[src/design/least_served_queue_arbiter_defines.svh]
// Assertion macros for the least-served queue arbiter.
// No dependencies; included by the modules that carry assertions.
`ifndef LEAST_SERVED_QUEUE_ARBITER_DEFINES_SVH
`define LEAST_SERVED_QUEUE_ARBITER_DEFINES_SVH

// same-cycle implication
`define LSQA_ASSERT_NOW(lbl, clk, rst_n, ante, cons, msg) \
    lbl: assert property (@(posedge clk) disable iff (!rst_n) (ante) |-> (cons)) \
        else $error(msg);

// next-cycle implication
`define LSQA_ASSERT_NEXT(lbl, clk, rst_n, ante, cons, msg) \
    lbl: assert property (@(posedge clk) disable iff (!rst_n) (ante) |=> (cons)) \
        else $error(msg);

`endif

[src/design/lsqa_pkg.sv]
// Shared types and constants for the least-served queue arbiter.
// No dependencies; used by lsqa_ctrl, lsqa_datapath and the top level.
package lsqa_pkg;

    localparam int NUM_QUEUES  = 4;
    localparam int QIDX_W      = 2;
    localparam int MASK_W      = 4;
    localparam int BOOST_W     = 8;
    localparam int TOTAL_W     = 10;
    localparam int CMD_W       = 2;
    localparam int CFG_INDEX_W = 2;
    localparam int CFG_DATA_W  = 8;

    localparam logic [CFG_INDEX_W-1:0] REG_BOOST_AMOUNT   = 2'd0;
    localparam logic [CFG_INDEX_W-1:0] REG_PREFERRED_MASK = 2'd1;

    typedef enum logic [CMD_W-1:0] {
        CMD_SELECT     = 2'd0,
        CMD_BOOST_PREF = 2'd1,
        CMD_BOOST_LAST = 2'd2
    } cmd_t;

    typedef enum logic [2:0] {
        DP_IDLE,
        DP_SCAN,
        DP_GRANT,
        DP_BOOST,
        DP_BOOST_LAST
    } dp_op_t;

    typedef enum logic [2:0] {
        ST_IDLE,
        ST_SCAN,
        ST_GRANT,
        ST_BOOST,
        ST_BOOST_LAST,
        ST_FINISH
    } state_t;

    typedef struct packed {
        logic   load_item;
        dp_op_t op;
        logic   load_out;
    } dp_cmd_t;

    typedef struct packed {
        logic walk_last;
        logic out_free;
    } dp_status_t;

endpackage

[src/design/lsqa_ctrl.sv]
// Controller state machine for the least-served queue arbiter.
// Depends on lsqa_pkg; drives lsqa_datapath through dp_cmd_t.
module lsqa_ctrl
    import lsqa_pkg::*;
(
    input  logic               clk,
    input  logic               rst_n,
    input  logic               in_valid,
    output logic               in_ready,
    input  logic [CMD_W-1:0]   cmd,
    input  dp_status_t         status,
    output dp_cmd_t            dp_cmd
);

    state_t state_reg;
    state_t state_next;

    always_ff @(posedge clk or negedge rst_n)
    begin
        if (!rst_n)
        begin
            state_reg <= ST_IDLE;
        end
        else
        begin
            state_reg <= state_next;
        end
    end

    always_comb
    begin
        state_next       = state_reg;
        in_ready         = 1'b0;
        dp_cmd.load_item = 1'b0;
        dp_cmd.op        = DP_IDLE;
        dp_cmd.load_out  = 1'b0;
        case (state_reg)
            ST_IDLE:
            begin
                in_ready = 1'b1;
                if (in_valid)
                begin
                    dp_cmd.load_item = 1'b1;
                    case (cmd_t'(cmd))
                        CMD_SELECT:     state_next = ST_SCAN;
                        CMD_BOOST_PREF: state_next = ST_BOOST;
                        CMD_BOOST_LAST: state_next = ST_BOOST_LAST;
                        default:        state_next = ST_FINISH;
                    endcase
                end
            end
            ST_SCAN:
            begin
                dp_cmd.op = DP_SCAN;
                if (status.walk_last)
                begin
                    state_next = ST_GRANT;
                end
            end
            ST_GRANT:
            begin
                dp_cmd.op  = DP_GRANT;
                state_next = ST_FINISH;
            end
            ST_BOOST:
            begin
                dp_cmd.op = DP_BOOST;
                if (status.walk_last)
                begin
                    state_next = ST_FINISH;
                end
            end
            ST_BOOST_LAST:
            begin
                dp_cmd.op  = DP_BOOST_LAST;
                state_next = ST_FINISH;
            end
            ST_FINISH:
            begin
                if (status.out_free)
                begin
                    dp_cmd.load_out = 1'b1;
                    state_next      = ST_IDLE;
                end
            end
            default:
            begin
                state_next = ST_IDLE;
            end
        endcase
    end

endmodule

[src/design/lsqa_datapath.sv]
// Datapath for the least-served queue arbiter: counters, scan, boost, output word.
// Depends on lsqa_pkg and least_served_queue_arbiter_defines.svh.
`include "least_served_queue_arbiter_defines.svh"

module lsqa_datapath
    import lsqa_pkg::*;
#(
    parameter int COUNTER_WIDTH = 16
)
(
    input  logic                   clk,
    input  logic                   rst_n,
    input  logic                   cfg_write,
    input  logic [CFG_INDEX_W-1:0] cfg_index,
    input  logic [CFG_DATA_W-1:0]  cfg_data,
    input  logic [MASK_W-1:0]      nonempty_mask,
    input  dp_cmd_t                dp_cmd,
    output dp_status_t             status,
    output logic                   out_valid,
    input  logic                   out_ready,
    output logic [QIDX_W-1:0]      grant_index,
    output logic                   grant_valid,
    output logic [TOTAL_W-1:0]     boost_sum
);

    localparam logic [COUNTER_WIDTH-1:0] CNT_MAX = {1'b0, {(COUNTER_WIDTH-1){1'b1}}};
    localparam logic [COUNTER_WIDTH-1:0] CNT_MIN = {1'b1, {(COUNTER_WIDTH-1){1'b0}}};

    logic [BOOST_W-1:0]       boost_amount_reg;
    logic [MASK_W-1:0]        pref_mask_reg;
    logic [COUNTER_WIDTH-1:0] counter_reg [NUM_QUEUES];
    logic [QIDX_W-1:0]        last_grant_reg;
    logic [MASK_W-1:0]        mask_reg;
    logic [QIDX_W-1:0]        idx_reg;
    logic                     found_reg;
    logic [QIDX_W-1:0]        best_idx_reg;
    logic [COUNTER_WIDTH-1:0] best_val_reg;
    logic [TOTAL_W-1:0]       total_reg;
    logic                     out_valid_reg;
    logic [QIDX_W-1:0]        grant_index_reg;
    logic                     grant_valid_reg;
    logic [TOTAL_W-1:0]       boost_sum_reg;

    logic [QIDX_W-1:0]        rd_idx;
    logic [COUNTER_WIDTH-1:0] rd_value;
    logic [COUNTER_WIDTH:0]   sub_ext;
    logic [COUNTER_WIDTH-1:0] inc_value;
    logic [COUNTER_WIDTH-1:0] dec_value;
    logic [COUNTER_WIDTH-1:0] wr_value;
    logic                     wr_en;
    logic                     scan_take;

    always_comb
    begin
        case (dp_cmd.op)
            DP_GRANT:      rd_idx = best_idx_reg;
            DP_BOOST_LAST: rd_idx = last_grant_reg;
            default:       rd_idx = idx_reg;
        endcase
    end

    assign rd_value  = counter_reg[rd_idx];
    assign inc_value = (rd_value == CNT_MAX) ? CNT_MAX : rd_value + COUNTER_WIDTH'(1);
    assign sub_ext   = {rd_value[COUNTER_WIDTH-1], rd_value}
                     - {{(COUNTER_WIDTH+1-BOOST_W){1'b0}}, boost_amount_reg};
    assign dec_value = (sub_ext[COUNTER_WIDTH] != sub_ext[COUNTER_WIDTH-1])
                     ? CNT_MIN : sub_ext[COUNTER_WIDTH-1:0];
    assign scan_take = mask_reg[idx_reg]
                     && (!found_reg || ($signed(rd_value) < $signed(best_val_reg)));

    always_comb
    begin
        wr_en    = 1'b0;
        wr_value = dec_value;
        case (dp_cmd.op)
            DP_GRANT:
            begin
                wr_en    = found_reg;
                wr_value = inc_value;
            end
            DP_BOOST:      wr_en = pref_mask_reg[idx_reg];
            DP_BOOST_LAST: wr_en = 1'b1;
            default:       wr_en = 1'b0;
        endcase
    end

    always_ff @(posedge clk or negedge rst_n)
    begin
        if (!rst_n)
        begin
            boost_amount_reg <= '0;
            pref_mask_reg    <= '0;
        end
        else if (cfg_write)
        begin
            case (cfg_index)
                REG_BOOST_AMOUNT:   boost_amount_reg <= cfg_data[BOOST_W-1:0];
                REG_PREFERRED_MASK: pref_mask_reg    <= cfg_data[MASK_W-1:0];
                default:            ;
            endcase
        end
    end

    always_ff @(posedge clk or negedge rst_n)
    begin
        if (!rst_n)
        begin
            for (int i = 0; i < NUM_QUEUES; i++)
            begin
                counter_reg[i] <= '0;
            end
            last_grant_reg <= '0;
        end
        else
        begin
            if (wr_en)
            begin
                counter_reg[rd_idx] <= wr_value;
            end
            if (dp_cmd.op == DP_GRANT && found_reg)
            begin
                last_grant_reg <= best_idx_reg;
            end
        end
    end

    always_ff @(posedge clk or negedge rst_n)
    begin
        if (!rst_n)
        begin
            idx_reg   <= '0;
            found_reg <= 1'b0;
            total_reg <= '0;
        end
        else if (dp_cmd.load_item)
        begin
            idx_reg   <= '0;
            found_reg <= 1'b0;
            total_reg <= '0;
        end
        else
        begin
            if (dp_cmd.op == DP_SCAN || dp_cmd.op == DP_BOOST)
            begin
                idx_reg <= idx_reg + QIDX_W'(1);
            end
            if (dp_cmd.op == DP_SCAN && scan_take)
            begin
                found_reg <= 1'b1;
            end
            if (dp_cmd.op == DP_BOOST && pref_mask_reg[idx_reg])
            begin
                total_reg <= total_reg + {{(TOTAL_W-BOOST_W){1'b0}}, boost_amount_reg};
            end
        end
    end

    always_ff @(posedge clk)
    begin
        if (dp_cmd.load_item)
        begin
            mask_reg <= nonempty_mask;
        end
        if (dp_cmd.op == DP_SCAN && scan_take)
        begin
            best_idx_reg <= idx_reg;
            best_val_reg <= rd_value;
        end
        if (dp_cmd.load_out)
        begin
            grant_index_reg <= last_grant_reg;
            grant_valid_reg <= found_reg;
            boost_sum_reg   <= total_reg;
        end
    end

    always_ff @(posedge clk or negedge rst_n)
    begin
        if (!rst_n)
        begin
            out_valid_reg <= 1'b0;
        end
        else if (dp_cmd.load_out)
        begin
            out_valid_reg <= 1'b1;
        end
        else if (out_ready)
        begin
            out_valid_reg <= 1'b0;
        end
    end

    assign status.walk_last = (idx_reg == QIDX_W'(NUM_QUEUES - 1));
    assign status.out_free  = !out_valid_reg || out_ready;

    assign out_valid   = out_valid_reg;
    assign grant_index = grant_index_reg;
    assign grant_valid = grant_valid_reg;
    assign boost_sum   = boost_sum_reg;

    `LSQA_ASSERT_NOW(a_load_when_free, clk, rst_n,
        dp_cmd.load_out, status.out_free, "result word loaded over a pending one")
    `LSQA_ASSERT_NOW(a_grant_no_total, clk, rst_n,
        out_valid_reg && grant_valid_reg, boost_sum_reg == '0,
        "grant word carries a boost total")
    `LSQA_ASSERT_NEXT(a_grant_records, clk, rst_n,
        dp_cmd.op == DP_GRANT && found_reg, last_grant_reg == $past(best_idx_reg),
        "granted queue not recorded as last grant")

endmodule

[src/design/least_served_queue_arbiter.sv]
// Least-served queue arbiter. One item is in flight at a time, and a select walks
// the counters one per cycle.
// A result word may wait at the output while the next word is accepted.
// rst_n (asynchronous, active low) clears all counters, the last grant and the
// configuration registers to zero.
module least_served_queue_arbiter
    import lsqa_pkg::*;
#(
    parameter int COUNTER_WIDTH = 16
)
(
    input  logic                   clk,
    input  logic                   rst_n,
    input  logic                   cfg_write,
    input  logic [CFG_INDEX_W-1:0] cfg_index,
    input  logic [CFG_DATA_W-1:0]  cfg_data,
    input  logic                   in_valid,
    output logic                   in_ready,
    input  logic [CMD_W-1:0]       cmd,
    input  logic [MASK_W-1:0]      nonempty_mask,
    output logic                   out_valid,
    input  logic                   out_ready,
    output logic [QIDX_W-1:0]      grant_index,
    output logic                   grant_valid,
    output logic [TOTAL_W-1:0]     boost_sum
);

    dp_cmd_t    dp_cmd;
    dp_status_t status;

    lsqa_ctrl u_ctrl (
        .clk      (clk),
        .rst_n    (rst_n),
        .in_valid (in_valid),
        .in_ready (in_ready),
        .cmd      (cmd),
        .status   (status),
        .dp_cmd   (dp_cmd)
    );

    lsqa_datapath #(
        .COUNTER_WIDTH (COUNTER_WIDTH)
    ) u_datapath (
        .clk           (clk),
        .rst_n         (rst_n),
        .cfg_write     (cfg_write),
        .cfg_index     (cfg_index),
        .cfg_data      (cfg_data),
        .nonempty_mask (nonempty_mask),
        .dp_cmd        (dp_cmd),
        .status        (status),
        .out_valid     (out_valid),
        .out_ready     (out_ready),
        .grant_index   (grant_index),
        .grant_valid   (grant_valid),
        .boost_sum     (boost_sum)
    );

endmodule
[config.mk]
export PLATFORM = sky130hd
export DESIGN_NAME = least_served_queue_arbiter
export DESIGN_NICKNAME = d
export VERILOG_FILES = /design/src/design/lsqa_pkg.sv /design/src/design/lsqa_ctrl.sv /design/src/design/lsqa_datapath.sv /design/src/design/least_served_queue_arbiter.sv
export VERILOG_INCLUDE_DIRS = /design/src /design/src/design
export SDC_FILE = /design/constraint.sdc
export NUM_CORES = 1
export LEC_CHECK = 0
export ABC_AREA = 0
export ABC_CLOCK_PERIOD_IN_PS = 5500
export BUFFER_PORTS_ARGS = -buffer_cell sky130_fd_sc_hd__buf_4
export CORE_UTILIZATION = 34
export DETAILED_ROUTE_END_ITERATION = 8
export PLACE_DENSITY_LB_ADDON = 0.3
export RECOVER_POWER = 50
export SETUP_SLACK_MARGIN = 0.02
export SLEW_MARGIN = 10
export SYNTH_ARGS = -nofsm -noshare
export SYNTH_HDL_FRONTEND = slang
export SYNTH_SLANG_ARGS = --single-unit
export TNS_END_PERCENT = 10
[constraint.sdc]
create_clock -name clk -period 5.5 [get_ports clk]
set_clock_uncertainty 0.05 [all_clocks]
set_input_delay 0 -clock clk [delete_from_list [all_inputs] [get_ports clk]]
set_output_delay 0 -clock clk [all_outputs]
set_load 0.05 [all_outputs]
==> run_results.csv <==
group,metric,value,unit
outcome,status,"complete, but fails checks",
outcome,failed_checks,"max-capacitance violations, max-slew violations",
synthesis,synth_edf_count,35,
sta,finalSetupTns,0,ns
setup_path,crit_required,5.81,ns
sta,finalSetupViolCount,0,
synthesis,syn-num-nets,721,
clock_network,cts_htree_levels,4,
route,wl_per_cell,16.6,um
sta,slew_headroom,-0.660,
setup_path,path_class,"flop to flop",
synthesis,syn-cell-area,7230,um2
cells_and_area,finalNetCount,811,
synthesis,synth.avg_cell_area,10.9,um2
die,core_area,20600,um2
grt,grt_pass1_vias,5274,
die,die_area,21900,um2
cells_and_area,largest_reg_flops,64,
place,portBuffers,35,
synthesis,yosys.cell_count.top_type,"dfrtp_1",
synthesis,yosysTopAreaCell,"dfrtp_1",
cells_and_area,layout-drive-gt1-share,0.218,
grt,grt_util_all_layers,0.168,
synthesis,synthFlopType,"dfrtp_1",
grt,grt_max_degree,50,
setup_path,cp_max_fo,11,
setup_path,crit_arrival,5.46,ns
die,start_util,0.352,
die,rows,52,
grt,grt_pass1_wl,28300,um
clock_network,path_clk_slew,0.06,ns
synthesis,ys_ff_latch,130,
synthesis,synth_async_sr_flop_share,0.731,
route,drt_first_pass_iters,4,
sta,max_freq,194,MHz
clock_network,clk_path_buf_depth,2,
synthesis,ys_seq_area_frac,0.474,
route,drtIter0Drc,310,
synthesis,yosys_warnings,0,
grt,globalRouteOverflowTotal,0,
synthesis,netlist_instances,664,
route,ant_nets,0,
place,hpwlAfterDp,12100,um
synthesis,netlist_top_cells_area,"dfrtp_1 (33%), edfxtp_1 (15%), mux2_2 (9.2%), ha_1 (5.9%), mux2i_1 (3.9%)",
clock_network,clockRootBuffer,"clkbuf_16",
sta,period_minus_slack,5.15,ns
clock_network,cts_sinks,130,
die,fp.dieH,148,um
sta,rsz0062_at_grt,"no",
synthesis,yosys.cell_types.count,66,
synthesis,synthTopCellsByCount,"dfrtp_1 (95), mux2_2 (59), o21ai_0 (45), inv_1 (43), a21oi_1 (39)",
cells_and_area,n_antenna_cell,0,
sta,drv_slew,64,
synthesis,synth.top_cell.area_share,0.329,
grt,antenna_found_initial,0,
clock_network,insertion_delay,0.42,ns
sta,hold_viol,0,
place,gp_congestion,0.901,
route,via_per_inst,5.15,
clock_network,cts_made_buffers,17,
route,via_count,5339,
sta,post-route-period-util,0.936,
die,io_pins,36,
job,max-cap-violations,2,
setup_path,end_kind,"flop",
cells_and_area,areaGrowthSynthToFinish,22.2,%
route,wl,17200,um
route,route.detailed.drc,0,
sta,worst_pin_slew,2.49,ns
hold_path,hold_path.class,"input pin to flop",
setup_path,start_kind,"flop",
die,die_w,148,um
clock_network,cts_tree,"yes",
-- per-stage QoR --
step | hold slack (ns) | cell area, um2 | worst slack, ns | utilization | cells
global placement | -0.00103 | 7930 | 0.201 | 0.386 | 972
finish | 0.0594 | 8840 | 0.351 | 0.430 | 1037
detailed placement | -0.00222 | 7930 | 0.0307 | 0.386 | 972
CTS | 0.00374 | 8870 | 0.108 | 0.432 | 1036
global route | 0.0869 | 8840 | 0.0415 | 0.430 | 1037
floorplan | -0.346 | 7230 | 0.445 | - | 664
-- area by class of cell --
type | instances | area (um2)
Timing Repair Buffer | 98 | 749
Sequential cell | 130 | 3430
Fill cell | 1986 | 11700
Clock buffer | 17 | 425
Clock inverter | 15 | 190
Inverter | 44 | 165
Tap cell | 270 | 338
Multi-Input combinational cell | 463 | 3550
-- worst paths after layout --
kind | start | end | slack, ns | cells after the start
setup / recovery | u_datapath.best_idx_reg[1]$_DFFE_PP_ | u_datapath.counter_reg[5]$_DFFE_PN0P_ | 0.35 | 20
setup reg to reg | u_datapath.best_idx_reg[1]$_DFFE_PP_ | u_datapath.counter_reg[5]$_DFFE_PN0P_ | 0.35 | 20
min in group asynchronous | rst_n | u_datapath.counter_reg[26]$_DFFE_PN0P_ | 0.84 | 2
max in group asynchronous | rst_n | u_datapath.total_reg[4]$_DFFE_PN0P_ | 2.23 | 3
hold / removal | cfg_index[1] | u_datapath.pref_mask_reg[1]$_DFFE_PN0P_ | 0.06 | 3
hold reg to reg | u_datapath.total_reg[9]$_DFFE_PN0P_ | u_datapath.boost_sum[9]$_DFFE_PP_ | 0.43 | 0
-- per-layer routing --
metal  wire length [um]  track usage  up-vias
li1                   -            -     2598
met1               8250        0.228     2620
met2               8160        0.271      102
met3                540       0.0284       19
met4                228       0.0593        0
met5                  0            0        -
-- what timing repair did --
action,in CTS,in global routing
cloned,0,0
hold buffers,32,0
hold endpoints to repair,66,0
resized for setup,1,11
setup endpoints to repair,4,28
setup buffers,0,1
pin swaps,0,1
-- cells in the final DEF, fill, tap and decap left out, types with 6 or more instances in the layout --
cell type / n
edfxtp_1: 35
nand2_1: 29
o31ai_1: 6
clkbuf_16: 17
a21oi_1: 39
nand3_1: 38
dlygate4sd3_1: 32
inv_1: 43
nand2b_1: 9
o21ai_0: 44
xnor2_1: 16
mux2i_1: 27
and2_1: 6
a31oi_1: 10
nor2b_1: 10
mux2_2: 59
clkbuf_1: 18
nor3_1: 9
dfrtp_1: 95
nor2_1: 33
buf_4: 42
ha_1: 34
-- worst max-delay path, stage by stage (launching register included) --
cell      delay, ns
edfxtp_1       0.40
or3b_1         0.38
o221a_2        0.29
buf_4          0.18
nand3_1        0.09
nand3_1        0.15
and2_1         0.22
ha_1           0.32
nor2b_1        0.15
o21ai_0        0.22
a21boi_1       0.13
o21ai_0        0.23
a21oi_1        0.13
nand3b_1       0.19
nor2_1         0.19
a21oi_1        0.09
ha_1           0.38
inv_1          0.18
nand2_2        0.18
o32ai_1        0.65
mux2_2         0.27
-- logic make-up after synthesis --
group / share of synthesized area
and+or+nand+nor: 0.125
AOI/OAI and AO/OA: 0.123
DFF: 0.474
muxes: 0.147
buffers and inverters: 0.0422
adders and majority gates: 0.0643
xor gates and xnor gates: 0.0242
Power is not shown: default switching activity piles up to over one toggle a cycle in this logic, so the estimate is an artifact.
